$ cat config.mk
export PLATFORM = sky130hd
export DESIGN_NAME = lswr_arith
export DESIGN_NICKNAME = d
export VERILOG_FILES = /design/src/lswr_pkg.sv /design/src/lswr_arith.sv
export SDC_FILE = /design/constraint.sdc
export NUM_CORES = 1
export LEC_CHECK = 0
export BUFFER_PORTS_ARGS = -buffer_cell sky130_fd_sc_hd__buf_2
export CORE_ASPECT_RATIO = 1.25
export CORE_MARGIN = 8
export CORE_UTILIZATION = 24
export DETAILED_ROUTE_END_ITERATION = 16
export GPL_TIMING_DRIVEN = 0
export SKIP_LAST_GASP = 1
export SYNTH_ARGS = -nofsm -noshare
export SYNTH_HDL_FRONTEND = slang
export SYNTH_SLANG_ARGS = --single-unit
$ cat constraint.sdc
create_clock -name i_clk -period 18.77 [get_ports i_clk]
set_input_delay 2.8155 -clock i_clk [delete_from_list [all_inputs] [get_ports i_clk]]
set_output_delay 2.8155 -clock i_clk [all_outputs]
set_load 0.1 [all_outputs]
$ cat src/lswr_pkg.sv
`default_nettype none

package lswr_pkg;

    localparam int IDX_W    = 10;
    localparam int COLOUR_W = 32;
    localparam int FRAC_W   = 17;
    localparam int LEN_W    = 11;
    localparam int CFG_IDX_W = 3;
    localparam int PROD_W   = 29;
    localparam int QUO_W    = 11;

    localparam logic [COLOUR_W-1:0] BLACK_ARGB = 32'hFF00_0000;
    localparam logic [FRAC_W-1:0]   Q16_ONE    = 17'h1_0000;

    localparam logic OP_WRITE = 1'b0;
    localparam logic OP_READ  = 1'b1;

    localparam logic [CFG_IDX_W-1:0] CFG_REMAP_MODE   = 3'd0;
    localparam logic [CFG_IDX_W-1:0] CFG_SRC_START    = 3'd1;
    localparam logic [CFG_IDX_W-1:0] CFG_SRC_END      = 3'd2;
    localparam logic [CFG_IDX_W-1:0] CFG_TGT_START    = 3'd3;
    localparam logic [CFG_IDX_W-1:0] CFG_TGT_END      = 3'd4;
    localparam logic [CFG_IDX_W-1:0] CFG_STRIP_LENGTH = 3'd5;

    localparam logic [3:0] EDGE_LAST = 4'd4;
    localparam logic [3:0] DIV_LAST  = 4'd10;

    typedef struct packed {
        logic                opcode;
        logic [IDX_W-1:0]    pixel_index;
        logic [COLOUR_W-1:0] pixel_colour;
    } t_in;

    typedef struct packed {
        logic [IDX_W-1:0]    out_index;
        logic [COLOUR_W-1:0] out_colour;
    } t_out;

    typedef enum logic [1:0] {
        AR_NOP      = 2'd0,
        AR_MUL      = 2'd1,
        AR_DIV_INIT = 2'd2,
        AR_DIV_STEP = 2'd3
    } t_arith_op;

    typedef struct packed {
        t_arith_op   op;
        logic [16:0] a;
        logic [11:0] b;
    } t_arith_cmd;

    typedef struct packed {
        logic [PROD_W-1:0] prod;
        logic [QUO_W-1:0]  quo;
    } t_arith_res;

endpackage

`default_nettype wire

$ cat src/lswr_arith.sv
`default_nettype none

module lswr_arith (
    input  wire logic                i_clk,
    input  wire lswr_pkg::t_arith_cmd i_cmd,
    output lswr_pkg::t_arith_res     o_res
);
    import lswr_pkg::*;

    logic [PROD_W-1:0] r_prod, n_prod;
    logic [10:0]       r_rem, n_rem;
    logic [10:0]       r_lo, n_lo;
    logic [10:0]       r_den, n_den;
    logic [QUO_W-1:0]  r_quo, n_quo;
    logic [11:0]       w_trial;
    logic [11:0]       w_diff;
    logic              w_ge;

    // one restoring step: bring down the next numerator bit, subtract if it fits
    assign w_trial = {r_rem, r_lo[10]};
    assign w_ge    = w_trial >= {1'b0, r_den};
    assign w_diff  = w_trial - {1'b0, r_den};

    always_comb begin
        n_prod = r_prod;
        n_rem  = r_rem;
        n_lo   = r_lo;
        n_den  = r_den;
        n_quo  = r_quo;
        unique case (i_cmd.op)
            AR_MUL: begin
                n_prod = {12'd0, i_cmd.a} * {17'd0, i_cmd.b};
            end
            AR_DIV_INIT: begin
                // quotient fits 11 bits, so the upper half is already below the divisor
                n_rem = r_prod[21:11];
                n_lo  = r_prod[10:0];
                n_den = i_cmd.a[10:0];
                n_quo = '0;
            end
            AR_DIV_STEP: begin
                n_rem = w_ge ? w_diff[10:0] : w_trial[10:0];
                n_lo  = {r_lo[9:0], 1'b0};
                n_quo = {r_quo[QUO_W-2:0], w_ge};
            end
            default: begin
            end
        endcase
    end

    always_ff @(posedge i_clk) begin
        r_prod <= n_prod;
        r_rem  <= n_rem;
        r_lo   <= n_lo;
        r_den  <= n_den;
        r_quo  <= n_quo;
    end

    assign o_res.prod = r_prod;
    assign o_res.quo  = r_quo;

endmodule

`default_nettype wire

### Word-level counts from Yosys, hierarchy flattened

Cells that the tools add are included.
Widths: inputs -> output; s select.

* input bits: 32
* word-level logic and storage cells: 16
* output and inout bits: 40
* flip-flop bits (word level): 73

* equality and inequality tests: 3
* multiplexer cells: 4
* reduce and logical (&&, ||, !) cells: 1
* multiply operators: 1
* $add $sub $neg: 1
* order comparisons: 1

Operators with widths (number)
* $pmux 11 s2: 3
* $mul 17x12->29: 1
* $ge 12x11->1: 1
* $mux 11: 1
* $sub 11x11->11: 1
* $eq 2x2->1 const B: 2
* $eq 2x1->1 const B: 1
* $reduce_bool 2->1: 1

### Logic depth before layout (Yosys ltp)

Gate-level depths: netlist of run 1.

* depth in word-level cells: 3
* gate-level depth with buffers: 21
* gate-level depth less buffers: 19

### Worst setup path after synthesis of run 1

No wires, ideal clock.

* path type: input to register
* from: in i_cmd[3] (netlist name)
* to: reg r_prod[20], data pin
* cell stages on the path: 18
* required time: 18509 ps
* path buffers: 2
* arrival time: 7654 ps
* setup slack: 10855 ps
* library setup time: 261 ps
* cell sequence: clkbuf_1 -> clkbuf_1 -> nand2_1 -> fa_1 -> fa_1 -> fa_1 -> inv_1 -> fa_1 -> inv_1 -> fa_1 -> inv_1 -> ha_1 -> and3_1 -> and3_1 -> a311o_2 -> a21boi_4 -> nor3_1 -> a311o_1

* word-level cells in the longest chain between the ends: 1

RTL lines
* from (decl): line lswr_arith.sv:5 `input wire lswr_pkg::t_arith_cmd i_cmd,`
* $mul 17x12->29: line lswr_arith.sv:32 `n_prod = {12'd0, i_cmd.a} * {17'd0, i_cmd.b};`
* to (signal assigned): line lswr_arith.sv:52 `r_prod <= n_prod;`
* to (decl): line lswr_arith.sv:10 `logic [PROD_W-1:0] r_prod, n_prod;`

No other way between the ends.
A chain may end at the register's enable or synchronous reset.

### Final worst setup path of run 1

* from: in i_cmd[5] (netlist name)
* to: reg r_prod[25], data pin

The elaborated chain is that of the path after synthesis.

==> metrics.cfg, run 1 <==
[run_status]
status=finished clean

[power]
p_leak_nw=5.25
vdd_drop_max_uv=89.7
power.density_nw_per_um2=180
power_mw=2.00

[yosys]
syn_inst=1024
synth_cell_types=58
synth_ff_type=edfxtp_1
yosys_warnings=0
syn-cell-area_um2=9790
syn_nets=1285
ys_async_sr_fraction_pct=0
synth-edff-count=73
ys_ff_latch=73
ys_seq_area_share_pct=22.4
avgSynthCellArea_um2=9.56

[sta]
finalCriticalPeriod_ps=8330
setup_violations=0
fmax_ghz=0.120
fin_crit_sh_pct=44.4
relSlewSlack_pct=26.2
maxSlewViolCount=0
fin_setup_tns_ps=0
skew_ps=6.39
rsz0062_at_grt=false
finalHoldViolations=0
max_slew.worst_pin.slew_ps=1100

[floorplan]
die_y_um=242
fp.coreArea_um2=40200
die-area_um2=47600
io_pins=72
initial_core_util_pct=24.3
dieWidth_um=197
rows=82

[clock_tree]
clockRootBuffer=clkbuf_16
cts_hold_buf=0
numCtsBuffers=9
cts_sinks=73
clock_latency_ps=360
cts_resized=0
postCtsSetupBuffers=0
path_clk_slew_ps=60
clk_path_buf_depth=2
cts_max_level=3
cts_tree=built

[global_route]
grt-ovfl-total=0
antenna_found_initial=7
grt_max_degree=34
grt_pass1_vias=7664
grt.total_usage_pct=10.8
grt_pass1_wl_mm=40.3

[detailed_routing]
wl_met2_mm=13.7
drt-met1-wl_mm=9.94
wl_per_cell_um=15.2
drtPass1Iterations=4
vias=7142
first_iter_violations=296
met3_length_um=817
viasPerCell=4.31
drc=0
antenna_left=0
top_layer=met5
wl_mm=25.2

[run]
max-cap-violations=0

[critical_path]
cpMostUsedCell=fa_1
worst_path_max_delay_cell=fa_1
path_max_fanout=10
slowest_delay_ps=550
cp-start-kind=input pin
required_ps=18880
crit_type=in -> reg
cp_data_arrival_time_ps=8440
path_cells=clkbuf_1 -> clkbuf_1 -> nand2_1 -> fa_1 -> fa_1 -> fa_1 -> inv_1 -> fa_1 -> inv_1 -> fa_1 -> inv_1 -> ha_1 -> a211oi_2 -> o21bai_1 -> a21o_1 -> a221oi_4 -> o21a_1 -> o21bai_1 -> xor2_1
cp-end-kind=register

[place]
numPortBuffers=65
gp_congestion=0.858
hpwl_mm=21.4

[layout]
area_growth_pct=13.5
final_common_cell=inv_1
layout_common_cells=205 x inv_1, 179 x nand2_1, 151 x fa_1
drive_gt1_share_pct=8.60
nets=1361

[hold_path]
worstHoldPathType=reg -> reg

worst paths after layout:
| path | cells past startpoint | start | slack (ps) | end |
|---|---|---|---|---|
| worst max-delay path | 19 | i_cmd[5] | 10440 | r_prod[25] |
| worst min register to register | 2 | r_lo[1] | 520 | r_lo[2] |
| worst max register to register | 11 | r_lo[10] | 16060 | r_rem[9] |
| worst min-delay path | 2 | r_lo[1] | 520 | r_lo[2] |
cells in the mapped netlist, types with 7 or more instances:
| master | number | share of area [%] |
|---|---|---|
| inv_1 | 205 | 7.9 |
| nand2_1 | 179 | 6.9 |
| fa_1 | 151 | 31 |
| and2_1 | 81 | 5.2 |
| ha_1 | 78 | 10 |
| edfxtp_1 | 73 | 22 |
| clkbuf_1 | 43 | 1.6 |
| nor2_1 | 27 | 1.0 |
| o21ai_0 | 20 | 1.0 |
| xnor2_1 | 17 | 1.5 |
| a21o_1 | 13 | 1.0 |
| and3_1 | 13 | 0.83 |
| a21oi_1 | 12 | 0.61 |
| nand3_1 | 8 | 0.41 |
| nor2b_1 | 8 | 0.51 |
| nor3_1 | 8 | 0.41 |
| nand2b_1 | 7 | 0.45 |
| xor2_1 | 7 | 0.63 |
report_power, final:
part	total, mW	switching (mW)	internal [mW]
combinational	1.52	0.950	0.573
sequential	0.305	0.0183	0.286
clock	0.173	0.0697	0.103
total	2.00	1.04	0.963
worst max-delay path: cells and delay by family:
family | cells | cell delay (ps)
fa+ha+maj | 6 | 2860
compound gates | 6 | 1430
simple gates | 1 | 140
buf+inv | 5 | 1060
xor+xnor | 1 | 140
through the flow:
stage | hold WS [ps] | std cells | utilization [%] | worst slack [ps] | area, µm²
after floorplan | 484 | 1024 | - | 10860 | 9790
after global placement | 498 | 1635 | 26.9 | 10060 | 10800
after detailed placement | 506 | 1635 | 26.9 | 10040 | 10800
after CTS | 519 | 1651 | 27.6 | 10430 | 11100
after global routing | 532 | 1655 | 27.6 | 10210 | 11100
final | 515 | 1658 | 27.6 | 10440 | 11100
cell type report:
| type | instances | area [µm²] |
|---|---|---|
| fillers | 4337 | 29100 |
| multi-input cells | 700 | 6650 |
| flip-flops and latches | 73 | 2190 |
| inverters | 205 | 769 |
| well taps | 546 | 683 |
| repair buffers | 65 | 325 |
| clock buffers | 12 | 236 |
| plain buffers | 46 | 186 |
| clock inverters | 4 | 53.8 |
| diodes | 7 | 17.5 |
routing by layer:
layer  GRT usage [%]  vias up
li1                -     3355
met1            11.5     3601
met2            20.6      141
met3            1.74       41
met4            4.68        4
met5               0        -
flip-flops by register name (all words and copies together), names as in the netlist:
name    count
r_prod     29
r_den      11
r_lo       11
r_quo      11
r_rem      11
cells by family after synthesis:
kind of cell,Yosys count,synth area share (%)
adder cells (fa/ha/maj),229,40.8
AND/OR/NAND/NOR,344,16.6
flip-flops,73,22.4
AO/OA/AOI/OAI,98,7.73
multiplexers,5,0.511
buffers and inverters,251,9.75
XOR/XNOR,24,2.15
Power figures use the tool's default switching activity.
==> run 2, diff against run 1 <==
--- a/config.mk
+++ b/config.mk
@@ -5,6 +5,7 @@
 export SDC_FILE = /design/constraint.sdc
 export NUM_CORES = 1
 export LEC_CHECK = 0
+export ABC_AREA = 1
 export BUFFER_PORTS_ARGS = -buffer_cell sky130_fd_sc_hd__buf_2
 export CORE_ASPECT_RATIO = 1.25
 export CORE_MARGIN = 8
==> constraint.sdc (replaced) <==
create_clock -name i_clk -period 8.15 [get_ports i_clk]
set_input_delay 1.2225 -clock i_clk [delete_from_list [all_inputs] [get_ports i_clk]]
set_output_delay 1.2225 -clock i_clk [all_outputs]
set_load 0.1 [all_outputs]
==> run 2 against run 1 <==
Against the previous run:
- global-route usage rose by 0.39 points
- design area up 4.5%
- register-to-register slack got worse by 10000 ps
- sequential power is 130% higher
- first-iteration DRC count is 53% higher
- total power up 130%
- routed wire length up 9.0%
- non-clock buffer count decreased by 1
- clock-buffer cell count shrank 2
- critical path type unchanged
==> metrics.cfg, run 2 <==
[global_route]
grt_pass1_vias=8851  ; was 7664
antenna_found_initial=4  ; was 7
grt_max_degree=34  ; unchanged
grt_pass1_wl_mm=44.6  ; was 40.3 mm
grt-ovfl-total=0  ; unchanged
grt.total_usage_pct=11.2  ; was 10.8%

[run_status]
status=finished clean  ; unchanged

[yosys]
ys_async_sr_fraction_pct=0  ; unchanged
syn-cell-area_um2=10300  ; was 9790 µm²
ys_ff_latch=73  ; unchanged
yosysMostFrequentCell=nand2_1  ; was inv_1
avgSynthCellArea_um2=7.90  ; was 9.56 µm²
synth_ff_type=edfxtp_1  ; unchanged
synth_cell_types=26  ; was 58
syn_inst=1308  ; was 1024
yosys_warnings=0  ; unchanged
synth_area_leaders=fa_1 29%, edfxtp_1 21%, nand2_1 14%  ; was fa_1 31%, edfxtp_1 22%, ha_1 10%
ys_seq_area_share_pct=21.2  ; was 22.4%
synth_common_cells=389 x nand2_1, 351 x inv_1, 151 x fa_1  ; was 205 x inv_1, 179 x nand2_1, 151 x fa_1
yosysTopAreaCellShare_pct=29.3  ; was 30.9%
synth-edff-count=73  ; unchanged
yosysTopAreaCell=fa_1  ; unchanged
syn_nets=1569  ; was 1285

[sta]
fin_setup_tns_ps=0  ; unchanged
worst_slack_ps=1730  ; was 10440 ps
setup_violations=0  ; unchanged
relSlewSlack_pct=31.2  ; was 26.2%
skew_ps=8.06  ; was 6.39 ps
max_slew.worst_pin.slew_ps=1030  ; was 1100 ps
finalCriticalPeriod_ps=6420
maxSlewViolCount=0  ; unchanged
finalHoldViolations=0  ; unchanged
fin_crit_sh_pct=78.7
rsz0062_at_grt=false  ; unchanged
fmax_ghz=0.156

[place]
hpwl_mm=24.0  ; was 21.4 mm
dp_slack_ps=1450  ; was 10040 ps
gp_congestion=0.989  ; was 0.858
placed_area_um2=11300  ; was 10800 µm²
numPortBuffers=59  ; was 65

[clock_tree]
clock_latency_ps=340  ; was 360 ps
clk_path_buf_depth=2  ; unchanged
cts_tree=built  ; unchanged
cts_hold_buf=0  ; unchanged
clockRootBuffer=clkbuf_16  ; unchanged
numCtsBuffers=9  ; unchanged
cts_max_level=3  ; unchanged
cts_resized=0  ; unchanged
postCtsSetupBuffers=0  ; unchanged
cts_sinks=73  ; unchanged
path_clk_slew_ps=60  ; about the same

[floorplan]
die_y_um=248  ; was 242 µm
io_pins=72  ; unchanged
initial_core_util_pct=24.2  ; was 24.3%
rows=85  ; was 82
fp.coreArea_um2=42800  ; was 40200 µm²
dieWidth_um=202  ; was 197 µm
die-area_um2=50000  ; was 47600 µm²

[layout]
nets=1639  ; was 1361
drive_gt1_share_pct=6.29  ; was 8.60%
final_common_cell=nand2_1  ; was inv_1
final_area_um2=11600  ; was 11100 µm²
largest-register=r_prod  ; unchanged
area_growth_pct=12.4  ; was 13.5%
layout_common_cells=389 x nand2_1, 351 x inv_1, 151 x fa_1  ; was 205 x inv_1, 179 x nand2_1, 151 x fa_1
largest_reg_flops=29  ; unchanged

[hold_path]
worstHoldPathType=reg -> reg  ; unchanged

[critical_path]
crit_type=in -> reg  ; unchanged
path_max_fanout=10  ; unchanged
cp-end-kind=register  ; unchanged
required_ps=8230  ; was 18880 ps
cp_data_arrival_time_ps=6490  ; was 8440 ps
cp-start-kind=input pin  ; unchanged

[detailed_routing]
drc=0  ; unchanged
first_iter_violations=453  ; was 296
drtPass1Iterations=5  ; was 4
antenna_left=0  ; unchanged
wl_mm=27.5  ; was 25.2 mm
viasPerCell=4.26  ; was 4.31
vias=8311  ; was 7142
wl_per_cell_um=14.1  ; was 15.2 µm

[power]
p_leak_nw=6.31  ; was 5.25 nW
power.density_nw_per_um2=395  ; was 180 nW/µm²
vdd_drop_max_uv=223  ; was 89.7 µV

[run]
max-cap-violations=0  ; unchanged

-- run 2: layout make-up --
| class | count | area, µm² |
|---|---|---|
| flip-flops and latches | 73 | 2190 |
| well taps | 565 | 707 |
| diodes | 1 | 2.50 |
| plain buffers | 51 | 224 |
| multi-input cells | 831 | 6600 |
| repair buffers | 59 | 295 |
| fillers | 4705 | 31100 |
| inverters | 353 | 1330 |
| clock inverters | 6 | 42.5 |
| clock buffers | 10 | 229 |
-- run 2: kinds of logic after synthesis --
logic type	after synthesis	synth area share, %
adder cells (fa/ha/maj)	229	38.7
buffers and inverters	404	15.0
AO/OA/AOI/OAI	60	3.02
XOR/XNOR	20	1.70
AND/OR/NAND/NOR	522	20.4
flip-flops	73	21.2
-- run 2: worst max-delay path, stage by stage --
cell,delay (ps)
clkbuf_1,470
clkbuf_1,460
nand2_1,170
fa_1,550
inv_1,60
fa_1,540
fa_1,420
fa_1,490
inv_1,50
fa_1,470
inv_1,40
ha_1,350
nand2_1,130
nor2_1,340
a21boi_0,290
o21ai_0,210
nand4_1,120
nand2_1,90
-- run 2: path summary, 6_finish.rpt --
path | startpoint | end | slack, ps | cells after the start
max reg2reg | r_den[0] | r_rem[6] | 5870 | 11
max | i_cmd[7] | r_prod[24] | 1730 | 18
min reg2reg | r_lo[8] | r_lo[9] | 510 | 2
min | r_lo[8] | r_lo[9] | 510 | 2
-- run 2: per-layer routing --
metal  wire [µm]  part of all wire [%]  global-route usage (%)  up-vias
li1            -                     -                       -     4000
met4        1390                   5.0                    6.17        6
met5          41                  0.15                       0        -
met3        1140                   4.2                    1.72       82
met1       10400                    38                    11.5     4027
met2       14500                    53                    21.6      196
-- run 2: through the flow --
| step | utilization (%) | hold WS (ps) | total power, mW | std cells |
|---|---|---|---|---|
| floorplan | - | 487 | 3.45 | 1308 |
| global route | 27.2 | 545 | 5.10 | 1948 |
| CTS | 27.2 | 516 | 4.61 | 1948 |
| detailed placement | 26.5 | 501 | 4.23 | 1932 |
| finish | 27.2 | 508 | 4.59 | 1949 |
| global placement | 26.5 | 503 | 4.19 | 1932 |
-- run 2: power breakdown --
| group | internal, mW | switching [mW] | leakage [nW] | total, mW |
|---|---|---|---|---|
| Clock | 0.206 | 0.155 | 0.129 | 0.361 |
| Sequential | 0.659 | 0.0527 | 0.702 | 0.711 |
| Combinational | 1.14 | 2.38 | 5.48 | 3.52 |
==> run 3, diff against run 2 <==
==> constraint.sdc (replaced) <==
create_clock -name i_clk -period 6.25 [get_ports i_clk]
set_input_delay 0.9375 -clock i_clk [delete_from_list [all_inputs] [get_ports i_clk]]
set_output_delay 0.9375 -clock i_clk [all_outputs]
set_load 0.1 [all_outputs]
==> run 3 against run 2 <==
Against the previous run:
- non-clock buffer count stayed put
- routed wire length is 0.21% higher
- clock skew hardly changed
- utilization is essentially flat
- clock-buffer cell count is the same
- total power rose by 30%
- clock power up 30%
- hold slack hardly changed
- register-to-register slack worse by 1900 ps
- flip-flop and latch count did not move
- worst setup slack worse by 1600 ps
- sequential share of layout area about the same
- largest power group unchanged
==> metrics.cfg, run 3 (synthesized netlist as in run 2, its figures left out) <==
[power]
p_leak_nw=6.31  ; about the same
vdd_drop_max_uv=291  ; was 223 µV
power.density_nw_per_um2=515  ; was 395 nW/µm²

[detailed_routing]
wl_mm=27.5  ; about the same
drtPass1Iterations=5  ; unchanged
first_iter_violations=442  ; was 453
wl_per_cell_um=14.1  ; about the same
antenna_left=0  ; unchanged
viasPerCell=4.27  ; was 4.26
vias=8316  ; was 8311
drc=0  ; unchanged

[clock_tree]
cts_tree=built  ; unchanged
clk_path_buf_depth=2  ; unchanged
cts_hold_buf=0  ; unchanged
numCtsBuffers=9  ; unchanged
clock_latency_ps=340  ; about the same
cts_sinks=73  ; unchanged
cts_max_level=3  ; unchanged
path_clk_slew_ps=60  ; about the same
clockRootBuffer=clkbuf_16  ; unchanged
cts_resized=0  ; unchanged
postCtsSetupBuffers=0  ; unchanged

[sta]
setup_violations=0  ; unchanged
finalCriticalPeriod_ps=6110
fmax_ghz=0.164
rsz0062_at_grt=false  ; unchanged
max_slew.worst_pin.slew_ps=1030  ; about the same
fin_crit_sh_pct=97.7
relSlewSlack_pct=31.2  ; about the same
maxSlewViolCount=0  ; unchanged
skew_ps=8.23  ; was 8.06 ps
finalHoldViolations=0  ; unchanged

[critical_path]
path_cells=clkbuf_1 -> clkbuf_1 -> nand2_1 -> fa_1 -> inv_1 -> fa_1 -> fa_1 -> fa_1 -> inv_1 -> fa_1 -> inv_1 -> ha_1 -> nand2_1 -> nor2_1 -> a21boi_0 -> o21ai_0 -> nand4_1 -> nand2_1  ; unchanged
cp-start-kind=input pin  ; unchanged
worst-path-stages=18  ; unchanged
slowest_delay_ps=540  ; was 550 ps
cp_num_buf_inv=5  ; unchanged
r2r.worst_path.cells=11  ; unchanged
cpLargestDelayFamily=adder cells  ; unchanged
path_max_fanout=10  ; unchanged
worst_path_max_delay_cell=fa_1  ; unchanged
cp_data_arrival_time_ps=6180  ; was 6490 ps
required_ps=6320  ; was 8230 ps
cpMostUsedCell=fa_1  ; unchanged
crit_type=in -> reg  ; unchanged
cp-end-kind=register  ; unchanged

[layout]
layout_common_cells=389 x nand2_1, 351 x inv_1, 151 x fa_1  ; unchanged
final_area_um2=11600  ; about the same
nets=1639  ; unchanged
largest_reg_flops=29  ; unchanged
fin_util_pct=27.2  ; about the same
final_common_cell=nand2_1  ; unchanged
largest-register=r_prod  ; unchanged
area_growth_pct=12.5  ; was 12.4%
drive_gt1_share_pct=6.44  ; was 6.29%

[floorplan]
dieWidth_um=202  ; unchanged
initial_core_util_pct=24.2  ; unchanged
die_y_um=248  ; unchanged
fp.coreArea_um2=42800  ; unchanged
die-area_um2=50000  ; unchanged
rows=85  ; unchanged
io_pins=72  ; unchanged

[place]
placed_area_um2=11300  ; unchanged
gp_congestion=0.989  ; unchanged
hpwl_mm=24.0  ; unchanged
numPortBuffers=59  ; unchanged

[run_status]
status=finished clean  ; unchanged

[hold_path]
worstHoldPathType=reg -> reg  ; unchanged
min_path_cells=2  ; unchanged

[global_route]
grt_max_degree=34  ; unchanged
grt.total_usage_pct=11.2  ; unchanged
grt-ovfl-total=0  ; unchanged
grt_pass1_vias=8851  ; unchanged
antenna_found_initial=4  ; unchanged
grt_pass1_wl_mm=44.6  ; unchanged

[run]
max-cap-violations=0  ; unchanged

[run 3: power breakdown]
| part | total [mW] | internal [mW] | switching (mW) |
|---|---|---|---|
| clock | 0.470 | 0.269 | 0.201 |
| sequential | 0.927 | 0.859 | 0.0686 |
| combinational | 4.59 | 1.49 | 3.10 |
[run 3: stage by stage]
stage	power, mW	cells	setup TNS [ps]	setup WS [ps]	hold WS, ps
floorplan	4.50	1308	0	837	487
global placement	5.46	1932	-55.8	-55.8	503
detailed placement	5.51	1932	-201	-162	501
CTS	6.02	1948	0	223	516
global route	6.65	1948	0	15.6	545
finish	5.99	1949	0	144	508
[run 3: layout make-up]
class / count / area [µm²]
antenna: 1 / 2.50
buffer: 51 / 226
clock buffer: 10 / 229
clock inverter: 6 / 42.5
fill: 4705 / 31100
inverter: 353 / 1330
multi-input combinational: 831 / 6600
sequential: 73 / 2190
tap: 565 / 707
timing repair buffer: 59 / 295
[run 3: tightest hold or removal path: cells and delay by family (launching register included)]
| kind | cells | cell delay [ps] |
|---|---|---|
| flip-flops | 1 | 320 |
| AND/OR/NAND/NOR | 2 | 90 |
[run 3: path summary, 6_finish.rpt]
path	startpoint	endpoint	slack (ps)
min	r_lo[8]	r_lo[9]	510
max reg2reg	r_den[0]	r_rem[6]	3970
min reg2reg	r_lo[8]	r_lo[9]	510
max	i_cmd[8]	r_prod[24]	140
[run 3: per-layer routing]
metal,up-vias,share of wire [%],global-route usage [%]
met1,4028,38,11.5
met2,200,53,21.6
li1,4002,-,-
met4,6,4.8,6.17
met5,-,0.13,0
met3,80,4.1,1.72
